$ cat src/rtl/ihc_pkg.sv
// shared types and constants for the ipv4 header check
package ihc_pkg;

    localparam int unsigned WORD_W     = 16;
    localparam int unsigned ADDR_W     = 32;
    localparam int unsigned VERDICT_W  = 3;
    localparam int unsigned COUNT_W    = 4;

    localparam logic [COUNT_W-1:0] HDR_WORDS   = 4'd10;
    localparam logic [COUNT_W-1:0] IDX_VER_IHL = 4'd0;
    localparam logic [COUNT_W-1:0] IDX_TTL     = 4'd4;
    localparam logic [COUNT_W-1:0] IDX_DST_HI  = 4'd8;
    localparam logic [COUNT_W-1:0] IDX_LAST    = 4'd9;

    localparam logic [ADDR_W-1:0] BCAST_ADDR   = 32'hffff_ffff;
    localparam logic [WORD_W-1:0] SUM_GOOD     = 16'hffff;
    localparam logic [3:0]        IPV4_VERSION = 4'd4;
    localparam logic [3:0]        MIN_IHL      = 4'd5;

    typedef enum logic [VERDICT_W-1:0] {
        V_ACCEPT   = 3'd0,
        V_VERSION  = 3'd1,
        V_HDR_LEN  = 3'd2,
        V_TTL_ZERO = 3'd3,
        V_DEST     = 3'd4,
        V_CHECKSUM = 3'd5
    } t_verdict;

endpackage

$ cat src/rtl/ihc_channels.sv
// valid/ready channel interfaces for the ipv4 header check
interface ihc_word_if;
    logic                        valid;
    logic                        ready;
    logic [ihc_pkg::WORD_W-1:0]  header_word;
    logic                        first_word;

    modport source (output valid, output header_word, output first_word, input ready);
    modport sink   (input valid, input header_word, input first_word, output ready);
endinterface

interface ihc_verdict_if;
    logic                          valid;
    logic                          ready;
    logic [ihc_pkg::VERDICT_W-1:0] verdict;

    modport source (output valid, output verdict, input ready);
    modport sink   (input valid, input verdict, output ready);
endinterface

interface ihc_cfg_if;
    logic                       valid;
    logic                       ready;
    logic [ihc_pkg::ADDR_W-1:0] data;

    modport source (output valid, output data, input ready);
    modport sink   (input valid, input data, output ready);
endinterface

$ cat src/rtl/ipv4_header_check.sv
// ipv4 header check: ten header words in, one verdict out
// Takes one 16-bit header word per cycle on i_in while i_in.ready is high;
// a word with first_word set restarts the header. Capture registers and a
// running one's-complement sum are updated as each word is accepted, and
// when the tenth word is accepted the verdict is formed in the same cycle
// and loaded into the output register, so it is offered on o_out from the
// following cycle. The input is ready whenever that output register is
// empty or being drained, which gives one word per cycle sustained; words
// past the tenth without a new first_word are dropped. local_address is
// written through i_cfg, which is always ready.
module ipv4_header_check (
    input  logic                 i_clk,
    input  logic                 i_rst_n,
    ihc_word_if.sink             i_in,
    ihc_verdict_if.source        o_out,
    ihc_cfg_if.sink              i_cfg
);

    logic [ihc_pkg::ADDR_W-1:0]  r_local_addr;
    logic [ihc_pkg::COUNT_W-1:0] r_word_count, n_word_count;
    logic [ihc_pkg::WORD_W-1:0]  r_ones_sum, n_ones_sum;
    logic [3:0]                  r_version, n_version;
    logic [3:0]                  r_hdr_len, n_hdr_len;
    logic [7:0]                  r_ttl, n_ttl;
    logic [ihc_pkg::WORD_W-1:0]  r_dest_high, n_dest_high;
    logic                        r_out_valid, n_out_valid;
    ihc_pkg::t_verdict           r_verdict, n_verdict;

    logic                        w_in_xfer;
    logic                        w_out_xfer;
    logic [ihc_pkg::COUNT_W-1:0] w_idx;
    logic [ihc_pkg::WORD_W-1:0]  w_base_sum;
    logic [ihc_pkg::WORD_W:0]    w_raw_sum;
    logic [ihc_pkg::WORD_W-1:0]  w_fold_sum;
    logic [ihc_pkg::ADDR_W-1:0]  w_dest;
    logic                        w_take;

    assign i_cfg.ready  = 1'b1;
    assign w_out_xfer   = r_out_valid && o_out.ready;
    assign i_in.ready   = !r_out_valid || o_out.ready;
    assign w_in_xfer    = i_in.valid && i_in.ready;
    assign o_out.valid  = r_out_valid;
    assign o_out.verdict = r_verdict;

    // first_word clears count and sum before the word goes in
    assign w_idx      = i_in.first_word ? '0 : r_word_count;
    assign w_base_sum = i_in.first_word ? '0 : r_ones_sum;
    assign w_take     = w_in_xfer && (w_idx < ihc_pkg::HDR_WORDS);

    // end-around carry fold
    assign w_raw_sum  = {1'b0, w_base_sum} + {1'b0, i_in.header_word};
    assign w_fold_sum = w_raw_sum[ihc_pkg::WORD_W-1:0]
                      + {{(ihc_pkg::WORD_W-1){1'b0}}, w_raw_sum[ihc_pkg::WORD_W]};
    assign w_dest     = {r_dest_high, i_in.header_word};

    always_comb begin
        n_word_count = r_word_count;
        n_ones_sum   = r_ones_sum;
        n_version    = r_version;
        n_hdr_len    = r_hdr_len;
        n_ttl        = r_ttl;
        n_dest_high  = r_dest_high;
        n_out_valid  = r_out_valid && !o_out.ready;
        n_verdict    = r_verdict;

        if (w_in_xfer && i_in.first_word) begin
            n_word_count = '0;
            n_ones_sum   = '0;
        end

        if (w_take) begin
            n_word_count = w_idx + 4'd1;
            n_ones_sum   = w_fold_sum;
            if (w_idx == ihc_pkg::IDX_VER_IHL) begin
                n_version = i_in.header_word[15:12];
                n_hdr_len = i_in.header_word[11:8];
            end else if (w_idx == ihc_pkg::IDX_TTL) begin
                n_ttl = i_in.header_word[15:8];
            end else if (w_idx == ihc_pkg::IDX_DST_HI) begin
                n_dest_high = i_in.header_word;
            end

            if (w_idx == ihc_pkg::IDX_LAST) begin
                n_out_valid = 1'b1;
                if (r_version != ihc_pkg::IPV4_VERSION) begin
                    n_verdict = ihc_pkg::V_VERSION;
                end else if (r_hdr_len < ihc_pkg::MIN_IHL) begin
                    n_verdict = ihc_pkg::V_HDR_LEN;
                end else if (r_ttl == 8'd0) begin
                    n_verdict = ihc_pkg::V_TTL_ZERO;
                end else if (w_dest != r_local_addr && w_dest != ihc_pkg::BCAST_ADDR) begin
                    n_verdict = ihc_pkg::V_DEST;
                end else if (w_fold_sum != ihc_pkg::SUM_GOOD) begin
                    n_verdict = ihc_pkg::V_CHECKSUM;
                end else begin
                    n_verdict = ihc_pkg::V_ACCEPT;
                end
            end
        end
    end

    always_ff @(posedge i_clk) begin
        if (!i_rst_n) begin
            r_local_addr <= '0;
            r_word_count <= '0;
            r_ones_sum   <= '0;
            r_version    <= '0;
            r_hdr_len    <= '0;
            r_ttl        <= '0;
            r_dest_high  <= '0;
            r_out_valid  <= 1'b0;
            r_verdict    <= ihc_pkg::V_ACCEPT;
        end else begin
            if (i_cfg.valid) begin
                r_local_addr <= i_cfg.data;
            end
            r_word_count <= n_word_count;
            r_ones_sum   <= n_ones_sum;
            r_version    <= n_version;
            r_hdr_len    <= n_hdr_len;
            r_ttl        <= n_ttl;
            r_dest_high  <= n_dest_high;
            r_out_valid  <= n_out_valid;
            r_verdict    <= n_verdict;
        end
    end

    // count saturates at the header length
    a_count_range: assert property (@(posedge i_clk) disable iff (!i_rst_n)
        r_word_count <= ihc_pkg::HDR_WORDS)
        else $error("word count past header length");

    // words past the tenth leave the count where it is
    a_verdict_source: assert property (@(posedge i_clk) disable iff (!i_rst_n)
        (w_in_xfer && !i_in.first_word && r_word_count == ihc_pkg::HDR_WORDS)
        |=> r_word_count == ihc_pkg::HDR_WORDS)
        else $error("extra words changed the count");

    // a fresh verdict only follows acceptance of the last header word
    a_verdict_origin: assert property (@(posedge i_clk) disable iff (!i_rst_n)
        (!r_out_valid || w_out_xfer) && !(w_take && w_idx == ihc_pkg::IDX_LAST)
        |=> !r_out_valid)
        else $error("verdict without last header word");

    a_verdict_code: assert property (@(posedge i_clk) disable iff (!i_rst_n)
        r_out_valid |-> r_verdict <= ihc_pkg::V_CHECKSUM)
        else $error("verdict code out of range");

endmodule
$ cat src/flat_wrapper.sv
// flat-port wrapper written by rule: the top's interface ports become plain ports
module ipv4_header_check_flat 
  (i_clk, i_rst_n, i_in_valid, i_in_header_word, i_in_first_word, i_in_ready, o_out_valid, o_out_verdict, o_out_ready, i_cfg_valid, i_cfg_data, i_cfg_ready);
  ihc_word_if i_in_i ();
  ihc_verdict_if o_out_i ();
  ihc_cfg_if i_cfg_i ();
  input  logic i_clk;
  input  logic i_rst_n;
  input wire logic [$bits(i_in_i.valid)-1:0] i_in_valid;
  input wire logic [$bits(i_in_i.header_word)-1:0] i_in_header_word;
  input wire logic [$bits(i_in_i.first_word)-1:0] i_in_first_word;
  output wire logic [$bits(i_in_i.ready)-1:0] i_in_ready;
  output wire logic [$bits(o_out_i.valid)-1:0] o_out_valid;
  output wire logic [$bits(o_out_i.verdict)-1:0] o_out_verdict;
  input wire logic [$bits(o_out_i.ready)-1:0] o_out_ready;
  input wire logic [$bits(i_cfg_i.valid)-1:0] i_cfg_valid;
  input wire logic [$bits(i_cfg_i.data)-1:0] i_cfg_data;
  output wire logic [$bits(i_cfg_i.ready)-1:0] i_cfg_ready;
  assign i_in_i.valid = i_in_valid;
  assign i_in_i.header_word = i_in_header_word;
  assign i_in_i.first_word = i_in_first_word;
  assign i_in_ready = i_in_i.ready;
  assign o_out_valid = o_out_i.valid;
  assign o_out_verdict = o_out_i.verdict;
  assign o_out_i.ready = o_out_ready;
  assign i_cfg_i.valid = i_cfg_valid;
  assign i_cfg_i.data = i_cfg_data;
  assign i_cfg_ready = i_cfg_i.ready;
  ipv4_header_check u_core (.i_clk(i_clk), .i_rst_n(i_rst_n), .i_in(i_in_i), .o_out(o_out_i), .i_cfg(i_cfg_i));
endmodule
$ cat config.mk
export PLATFORM = sky130hd
export DESIGN_NAME = ipv4_header_check_flat
export DESIGN_NICKNAME = d
export VERILOG_FILES = /design/src/rtl/ihc_pkg.sv /design/src/rtl/ihc_channels.sv /design/src/rtl/ipv4_header_check.sv /design/src/flat_wrapper.sv
export SDC_FILE = /design/constraint.sdc
export NUM_CORES = 1
export LEC_CHECK = 0
export BUFFER_PORTS_ARGS = -buffer_cell sky130_fd_sc_hd__buf_2
export CAP_MARGIN = 20
export CORE_MARGIN = 2
export CORE_UTILIZATION = 53
export CTS_CLUSTER_DIAMETER = 40
export DETAILED_ROUTE_END_ITERATION = 16
export PLACE_DENSITY_LB_ADDON = 0.1
export REMOVE_ABC_BUFFERS = 1
export SYNTH_ARGS = -nofsm -noshare
export SYNTH_HDL_FRONTEND = slang
export SYNTH_SLANG_ARGS = --single-unit
$ cat constraint.sdc
create_clock -name i_clk -period 5.22 [get_ports i_clk]
set_input_delay 0.783 -clock i_clk [delete_from_list [all_inputs] [get_ports i_clk]]
set_output_delay 0.783 -clock i_clk [all_outputs]
set_load 0.01 [all_outputs]
==> results of run 1 <==
## cell type report
cell class / count / area, um2
sequential: 88 / 1762
inverter: 12 / 45.04
fill: 908 / 3700
clock inverter: 3 / 42.54
timing repair buffer: 85 / 493.0
clock buffer: 12 / 145.1
multi-input combinational: 485 / 3241
tap: 133 / 166.4
## per-layer routing
layer / GRT usage [%] / part of all wire [%] / up-vias
li1: - / - / 2321
met1: 35.05 / 46 / 2146
met2: 42.89 / 46 / 145
met3: 3.186 / 6.0 / 21
met4: 11.08 / 2.0 / 0
met5: 0 / 0 / -
## synthesized netlist by cell type, drive strengths merged, types with 2 or more instances
cell type   n
a211oi     14
a21o        5
a21oi      36
a22oi       2
a311oi      2
a31o        3
a31oi       2
a32oi       3
and2        3
and3        4
and4b       3
buf         7
clkbuf     23
dfxtp      88
ha         21
inv        11
mux2i      48
nand2      48
nand2b     11
nand3      23
nand3b      2
nand4      17
nand4b      2
nor2       85
nor2b      17
nor3       10
nor4       16
nor4b       4
o211ai      2
o21a        7
o21ai      16
or2         4
or3         2
or4b        2
xnor2      13
xor2       39
## flip-flops by register name (all words and copies together), names as in the netlist
signal,cells
u_core.r_local_addr,32
u_core.r_dest_high,16
u_core.r_ones_sum,16
u_core.r_ttl,8
u_core.r_hdr_len,4
u_core.r_version,4
u_core.r_word_count,4
u_core.o_out.verdict,3
u_core.o_out.valid,1
## worst max-delay path, cell delays in order
cell and delay (ns):
buf_2 0.14, nor2b_1 0.12, ha_1 0.18, inv_1 0.06, fa_1 0.43, nor2b_4 0.14
o31a_1 0.15, o21a_1 0.18, o311a_1 0.23, o21ai_0 0.09, nand2b_1 0.11, a21oi_1 0.07
o21bai_1 0.21, ha_1 0.20, and3_1 0.20, or4b_1 0.49, xor2_1 0.17, or3_1 0.38
a311o_1 0.38, nor4b_4 0.27, a311oi_1 0.13
## kinds of logic (layout without fill, tap and decap cells)
group                      after synthesis  after routing  synth area share (%)
buffers and inverters                   42            112                 3.201
DFF                                     88             88                 34.15
and+or+nand+nor                        254            254                 25.03
adders and majority gates               22             22                 5.481
other                                    1              1               0.07269
muxes                                   48             48                 9.314
xor gates and xnor gates                52             52                 8.829
AOI/OAI and AO/OA                      108            108                 13.92
## power by group through the flow
stage               clock [mW]  combinational (mW)  sequential [mW]
finish                   0.463               0.319            0.721
global route             0.498               0.350            0.725
CTS                      0.470               0.315            0.721
detailed placement           0               0.313            0.736
global placement             0               0.306            0.735
floorplan                    0               0.207            0.731
## metrics by stage
step | area [um2] | TNS, ns
final | 5894 | 0
after global routing | 5894 | 0
after CTS | 5886 | 0
after detailed placement | 5698 | -0.07164
after global placement | 5698 | 0
after floorplan | 5039 | 0
## cell usage in the layout, fill, tap and decap left out, types with 3 or more instances in the layout
master / instances
nand4_1: 17
a21oi_1: 36
nor4_1: 16
and4b_1: 3
nand3_1: 23
mux2i_1: 48
nor2b_1: 16
a31o_2: 3
xnor2_1: 13
nand2b_1: 11
buf_4: 27
xor2_1: 39
nand2_1: 48
inv_1: 11
and3_1: 4
dfxtp_1: 88
and2_1: 3
nor2_1: 85
nor3_1: 9
ha_1: 21
buf_2: 58
a21o_1: 5
clkbuf_8: 10
or2_2: 3
o21a_1: 7
a211oi_1: 14
o21ai_0: 16
## how the worst max path moves through the flow
stage	start	endpoint	slack, ns	depth (start not counted)
4_1_cts	i_in_first_word	u_core.o_out.verdict[2]	0.32	21
6_report	i_in_first_word	u_core.o_out.verdict[2]	0.35	21
3_3_place_gp	i_in_first_word	u_core.o_out.verdict[2]	0.06	21
2_1_floorplan	i_in_first_word	u_core.o_out.verdict[2]	0.42	20
5_1_grt	i_in_first_word	u_core.o_out.verdict[2]	0.04	24
3_5_place_dp	i_in_first_word	u_core.o_out.verdict[2]	-0.04	21
## repair_timing
| action | 4_1_cts | 5_1_grt |
|---|---|---|
| endpoints found under the hold margin | 0 | 0 |
| endpoints found under the setup margin | 0 | 2 |
| resized for setup | 0 | 1 |
==> impl_metrics.ini, run 1 <==
[clock_tree]
clock_path_buffers = 2
postCtsSetupRepairBufs = 0
clk_pin_slew_ns = 0.08
htree_levels = 3
clockRootBuffer = clkbuf_8
cts_tree = built
cts.sinks = 88
worstSkewPairLatency_ns = 0.36
postCtsHoldBufs = 0
cts_buffers = 9

[detailed_routing]
viasPerCell = 5.664
totalWireLength_mm = 13.45
final_antenna_net_count = 0
first_pass_iters = 5
drt-initial-drc-count = 287
drc = 0
wire_per_inst_um = 16.44
vias = 4633

[setup_path]
cp.required_ns = 5.44
reg2reg_from = u_core.r_ones_sum[0]
worstPathArrival_ns = 5.09
crit_path_end_kind = register
crit_fanout = 4
rr_worst_depth = 21
timing.rr.end = u_core.o_out.verdict[2]
ff2ff_setup_slack_ns = 0.57
critPathKind = primary input to register
startpoint_type = primary input

[placed_design]
dp.cells = 803
place_congestion = 0.9398
pre_cts_slack_ns = -0.04494
port_buffers = 58
place_hpwl_mm = 10.12

[timing]
hold_slack_ns = 0.4611
layout_min_cycle_time_ns = 4.867
rsz0062_at_grt = no
tightestPinTransition_ns = 0.9967
clock_skew_ns = 0.01271
finalCritPeriodShare_pct = 93.24
slew_viol_final = 0
timing.slew.headroom_pct = 33.26
setup_viol = 0
fmax_ghz = 0.2055
setup_slack_ns = 0.3531
hold_viol_final = 0

[pwr]
total_power_mw = 1.502
p_seq_share_pct = 48.0
clkPwrFrac_pct = 30.8
p_sw_mw = 0.4353
power_switching_share_pct = 28.98
power_frac_comb_pct = 21.2
p_int_mw = 1.067
ir_worst_vdd_mv = 0.1105
p_leak_nw = 2.649
powerDensity_nw_per_um2 = 254.9

[floorplan]
io_pins = 60
die-area_um2 = 10540
core-area_um2 = 9594
fp.dieH_um = 102.7
initial_utilization_pct = 53.77
core.rowCount = 36
die_w_um = 102.7

[min_path]
hold_class = register to register
whs_endpoint = u_core.r_ones_sum[12]
min_path_cells = 2
hold_start = u_core.r_ones_sum[12]

[logic_synthesis]
ys_top_cells_by_area = dfxtp_1, mux2i_1, xor2_1
ys_types = 65
synth_ff_type = dfxtp_1
ys_ff_latch = 88
synth_edf_count = 0
yosys.area.top_type = dfxtp_1
synthesis.area_um2 = 5159
synth_warnings = 0
async_reset_ff_share_pct = 0
synthDominantCellAreaShare_pct = 34.15
yosysSeqAreaShare_pct = 34.15
syn_inst = 615
synth.avg_cell_area_um2 = 8.388

[cells_and_area]
synthToLayoutAreaGrowth_pct = 14.26
diodes = 0
drive_above_1_share_pct = 16.35
fin_util_pct = 61.44
instances_no_fill = 818
fin_nets = 757

[grt]
grt_usage_pct = 26.23
grt_overflow = 0
grt_pass1_vias = 4287
antenna_found_initial = 0
grt_start_max_net_pins = 49
grt_pass1_wl_mm = 21.22

[outcome]
status = finished clean

[run]
max_cap_violations = 0
No activity file was read; power rests on OpenSTA's default activity.
==> inputs of run 2 (changes only) <==
- CORE_UTILIZATION: 53 -> 54
- clock period: 5.22 -> 5.4 ns (I/O delays scaled with it)
==> run 2 against run 1 <==
Net effect: hold slack got worse by 0.0095 ns; non-clock buffer count is 11 lower; largest power group unchanged; sequential share of layout area rose by 0.46 points; critical path depth stayed put; highest routed layer unchanged.
==> impl_metrics.ini, run 2 (same netlist as run 1, synthesis figures left out) <==
[outcome]
status = finished clean

[setup_path]
cpPeakStageDelay_ns = 0.48
critPathKind = primary input to register
cp.required_ns = 5.60
rr_worst_depth = 20
path_cells = buf_2 -> nor2b_1 -> ha_1 -> inv_1 -> fa_1 -> nor2b_4 -> o31a_1 -> o21a_1 -> o311a_1 -> o21ai_0 -> nand2b_1 -> a21oi_1 -> o21bai_1 -> ha_1 -> and3_1 -> or4b_1 -> xor2_1 -> or3_1 -> a311o_1 -> nor4b_2 -> a311oi_1
crit_path_end_kind = register
worstPathArrival_ns = 5.23
crit_path_frequent_cell = ha_1
cpMaxStageDelayCell = or4b_1
startpoint_type = primary input
crit_fanout = 6

[clock_tree]
cts_tree = built
postCtsHoldBufs = 0
clk_pin_slew_ns = 0.09
ctsResizeCount = 0
cts.sinks = 88
cts_buffers = 9
clockRootBuffer = clkbuf_8
postCtsSetupRepairBufs = 0
worstSkewPairLatency_ns = 0.35
htree_levels = 3
clock_path_buffers = 2

[cells_and_area]
largest-register = u_core.r_local_addr
final-seq-area_um2 = 1762
largestRegisters = u_core.r_local_addr (32), u_core.r_dest_high (16), u_core.r_ones_sum (16)
drive_above_1_share_pct = 15.26
synthToLayoutAreaGrowth_pct = 12.54
diodes = 0
largest_reg_flops = 32
instances_no_fill = 804
final_common_cell = dfxtp_1
final_cell_mix = dfxtp_1, nor2_1, buf_2
fill_cells = 814
fin_nets = 746
multiInputGateArea_um2 = 3232

[min_path]
min_path_cells = 2
hold_class = register to register

[placed_design]
pre_cts_slack_ns = 0.02193
place_congestion = 0.9128
place_hpwl_mm = 9.770
dp.cells = 788
port_buffers = 58

[timing]
finalCritPeriodShare_pct = 93.02
setup_slack_ns = 0.3770
hold_slack_ns = 0.4516
setup_viol = 0
tightestPinTransition_ns = 0.9947
hold_viol_final = 0
timing.setup.tns_ns = 0
clock_skew_ns = 0.009387
fmax_ghz = 0.1991
layout_min_cycle_time_ns = 5.023
timing.slew.headroom_pct = 33.40
rsz0062_at_grt = no
slew_viol_final = 0

[floorplan]
core.rowCount = 35
die-area_um2 = 10350
die_w_um = 101.7
fp.dieH_um = 101.7
io_pins = 60
core-area_um2 = 9240
initial_utilization_pct = 55.83

[pwr]
p_int_mw = 1.019
ir_worst_vdd_mv = 0.1180
power_switching_share_pct = 29.78
power_frac_comb_pct = 20.5
p_seq_share_pct = 48.0
powerDensity_nw_per_um2 = 250.0
p_leak_nw = 2.589
clkPwrFrac_pct = 31.5
p_sw_mw = 0.4323
total_power_mw = 1.452

[detailed_routing]
first_pass_iters = 5
drt-initial-drc-count = 245
vias = 4591
drc = 0
final_antenna_net_count = 0
wire_per_inst_um = 16.33
viasPerCell = 5.710
totalWireLength_mm = 13.13

[grt]
grt_pass1_vias = 4413
grt_pass1_wl_mm = 21.73
grt_usage_pct = 26.53
antenna_found_initial = 0
grt_overflow = 0
grt_start_max_net_pins = 88

[run]
max_cap_violations = 0
==> run 2: layout make-up <==
| type | instances | area share, % |
|---|---|---|
| Multi-Input combinational cell | 485 | 55.67 |
| Timing Repair Buffer | 74 | 7.069 |
| Sequential cell | 88 | 30.34 |
| Inverter | 12 | 0.7759 |
| Clock buffer | 10 | 2.198 |
| Clock inverter | 6 | 1.164 |
| Tap cell | 129 | 2.780 |
==> run 2: through the flow <==
stage	area, um2	utilization [%]
2_1_floorplan	5039	-
3_3_place_gp	5610	60.72
3_5_place_dp	5610	60.72
4_1_cts	5806	62.83
5_1_grt	5806	62.83
6_report	5806	62.83
==> run 2: power by group through the flow <==
stage	logic, mW	clock network, mW	registers (mW)
after floorplan	0.200	0	0.706
after global placement	0.288	0	0.710
after detailed placement	0.294	0	0.711
after CTS	0.296	0.463	0.696
after global routing	0.332	0.491	0.699
final	0.298	0.458	0.696
==> run 2: critical path: cells and delay by family <==
kind	cells	cell delay, ns
AND/OR/NAND/NOR	7	1.77
AO/OA/AOI/OAI	8	1.43
adder cells (fa/ha/maj)	3	0.81
buffers and inverters	2	0.21
XOR/XNOR	1	0.17
==> run 2: final timing paths <==
check | startpoint | slack (ns) | endpoint
setup / recovery | i_in_first_word | 0.38 | u_core.o_out.verdict[2]
hold / removal | u_core.r_ones_sum[8] | 0.45 | u_core.r_ones_sum[8]
setup reg to reg | u_core.r_ones_sum[0] | 0.65 | u_core.o_out.verdict[2]
hold reg to reg | u_core.r_ones_sum[8] | 0.45 | u_core.r_ones_sum[8]
==> run 2: routing by layer <==
metal	share of wire, %	track usage [%]
met5	0	0
met2	47	42.71
met4	1.3	6.237
met1	48	37.23
met3	4.0	4.348
==> inputs of run 3 (changes only) <==
- ABC_AREA: default -> 1
- CORE_MARGIN: 2 -> 5
==> run 3 against run 2 <==
Net effect: via count increased by 20%; utilization shrank 1.1 points; synthesized cell count increased by 37%; die area increased by 18%; critical endpoint is now u_core.o_out.verdict[0].
==> impl_metrics.ini, run 3 <==
[grt]
grt_pass1_wl_mm = 25.07
antenna_found_initial = 0
grt_overflow = 0
grt_pass1_vias = 5296
grt_usage_pct = 24.77
grt_start_max_net_pins = 52

[setup_path]
crit_fanout = 19
critPathKind = primary input to register
crit_path_frequent_cell = nand2_1
cpPeakStageDelay_ns = 0.42
startpoint_type = primary input
cp.required_ns = 5.65
crit_path_end_kind = register
crit_start = i_in_first_word
reg2reg_from = u_core.r_ones_sum[0]
ff2ff_setup_slack_ns = 1.51
crit_family = simple AND/OR/NAND/NOR gates
path_buf_inv = 4
worstPathArrival_ns = 4.51
cpMaxStageDelayCell = fa_1

[pwr]
power_frac_comb_pct = 22.8
p_sw_mw = 0.4778
p_int_mw = 1.077
ir_worst_vdd_mv = 0.2312
power_switching_share_pct = 30.73
powerDensity_nw_per_um2 = 256.5
p_seq_share_pct = 45.4
total_power_mw = 1.555
clkPwrFrac_pct = 31.8
p_leak_nw = 2.925

[placed_design]
place_hpwl_mm = 11.82
place_congestion = 0.9454
port_buffers = 58

[timing]
finalCritPeriodShare_pct = 78.76
timing.slew.headroom_pct = 40.32
setup_viol = 0
layout_min_cycle_time_ns = 4.253
timing.setup.tns_ns = 0
tightestPinTransition_ns = 0.8898
hold_viol_final = 0
clock_skew_ns = 0.007129
slew_viol_final = 0
rsz0062_at_grt = no
fmax_ghz = 0.2351

[detailed_routing]
wire_per_inst_um = 14.74
drt-initial-drc-count = 405
totalWireLength_mm = 15.17
drc = 0
final_antenna_net_count = 0
viasPerCell = 5.338
first_pass_iters = 5
vias = 5493

[clock_tree]
cts.sinks = 88
ctsResizeCount = 0
cts_buffers = 9
clockRootBuffer = clkbuf_8
clk_pin_slew_ns = 0.08
cts_tree = built
worstSkewPairLatency_ns = 0.36
clock_path_buffers = 2
postCtsSetupRepairBufs = 0
htree_levels = 3
postCtsHoldBufs = 0

[min_path]
hold_start = u_core.r_hdr_len[3]
hold_class = register to register

[outcome]
status = finished clean

[cells_and_area]
fill_cells = 965
drive_above_1_share_pct = 14.17
synthToLayoutAreaGrowth_pct = 11.07
final_cell_mix = nand2_1, nor2_1, inv_1
final_common_cell = nand2_1
diodes = 0
largest_reg_flops = 32
largestRegisters = u_core.r_local_addr (32), u_core.r_dest_high (16), u_core.r_ones_sum (16)
largest-register = u_core.r_local_addr
fin_nets = 967

[logic_synthesis]
syn_inst = 842
ys_top_cells_by_area = dfxtp_1, nand2_1, nor2_1
synth_ff_type = dfxtp_1
synth_warnings = 0
ys_ff_latch = 88
synth_edf_count = 0
async_reset_ff_share_pct = 0
yosysSeqAreaShare_pct = 32.27
synthesis.area_um2 = 5459
synth.most_common_cell = nand2_1
synth.avg_cell_area_um2 = 6.483
synthDominantCellAreaShare_pct = 32.27
yosys.area.top_type = dfxtp_1
synthTopCellsByCount = nand2_1, nor2_1, inv_1
ys_types = 41

[floorplan]
initial_utilization_pct = 55.59
fp.dieH_um = 110.5
die_w_um = 110.5
io_pins = 60
core-area_um2 = 9819
core.rowCount = 36
die-area_um2 = 12220

[run]
max_cap_violations = 0
run 3: changes by cell type after synthesis, moves of 11 or more:
cell,previous run,this run
nand2_1,48,163
xor2_1,39,1
nand2b_1,11,0
nor2_1,85,146
nand3_1,23,45
o21ai_0,16,84
inv_1,11,99
nor2b_1,16,0
a211oi_1,14,1
mux2i_1,48,0
nand2_2,0,21
run 3: final timing paths:
kind	to	depth (start not counted)
min	u_core.r_hdr_len[3]	2
max	u_core.o_out.verdict[0]	31
min reg2reg	u_core.r_hdr_len[3]	2
max reg2reg	u_core.o_out.verdict[0]	31
run 3: worst min-delay path: cells and delay by family (launching register included):
family	cells	cell delay (ns)
buffers and inverters	1	0.06
DFF	1	0.30
AOI/OAI and AO/OA	1	0.05
run 3: layout make-up:
cell class              count  area, um2  area share (%)
flip-flops and latches     88       1762           29.05
repair buffers             62      320.3           5.283
clock buffers              13      148.9           2.456
well taps                 133      166.4           2.745
inverters                 110      414.1           6.830
clock inverters             3      65.06           1.073
multi-input cells         620       3187           52.56
run 3: per-layer routing:
metal	global-route usage [%]	vias to the layer above	wire length, um
li1	-	2811	-
met1	30.83	2526	6823
met4	10.43	0	483
met3	3.501	27	626
met2	42.72	129	7232
met5	0	-	0
run 3: cells by family (layout without fill, tap and decap cells):
kind of cell	count (synthesis)	after routing	synth area share, %
other	1	1	0.06869
adder cells (fa/ha/maj)	22	22	5.180
flip-flops	88	88	32.27
AND/OR/NAND/NOR	431	431	35.37
buffers and inverters	134	188	9.352
XOR/XNOR	23	23	3.690
AO/OA/AOI/OAI	143	143	14.07
run 3: through the flow:
stage | instance area [um2] | hold WS [ns] | instances | worst slack, ns | utilization (%)
after floorplan | 5363 | 0.4291 | 818 | 1.495 | -
after CTS | 6063 | 0.4564 | 1029 | 1.220 | 61.75
after detailed placement | 5849 | 0.4437 | 1013 | 0.8192 | 59.57
final | 6063 | 0.4551 | 1029 | 1.147 | 61.75
after global placement | 5849 | 0.4400 | 1013 | 0.9500 | 59.57
after global routing | 6063 | 0.4831 | 1029 | 0.6940 | 61.75
run 3: power by group through the flow:
stage / combinational (mW) / sequential (mW) / clock (mW)
2_1_floorplan: 0.240 / 0.715 / 0
3_3_place_gp: 0.344 / 0.719 / 0
3_5_place_dp: 0.349 / 0.720 / 0
4_1_cts: 0.351 / 0.705 / 0.505
5_1_grt: 0.400 / 0.710 / 0.528
6_report: 0.355 / 0.706 / 0.494
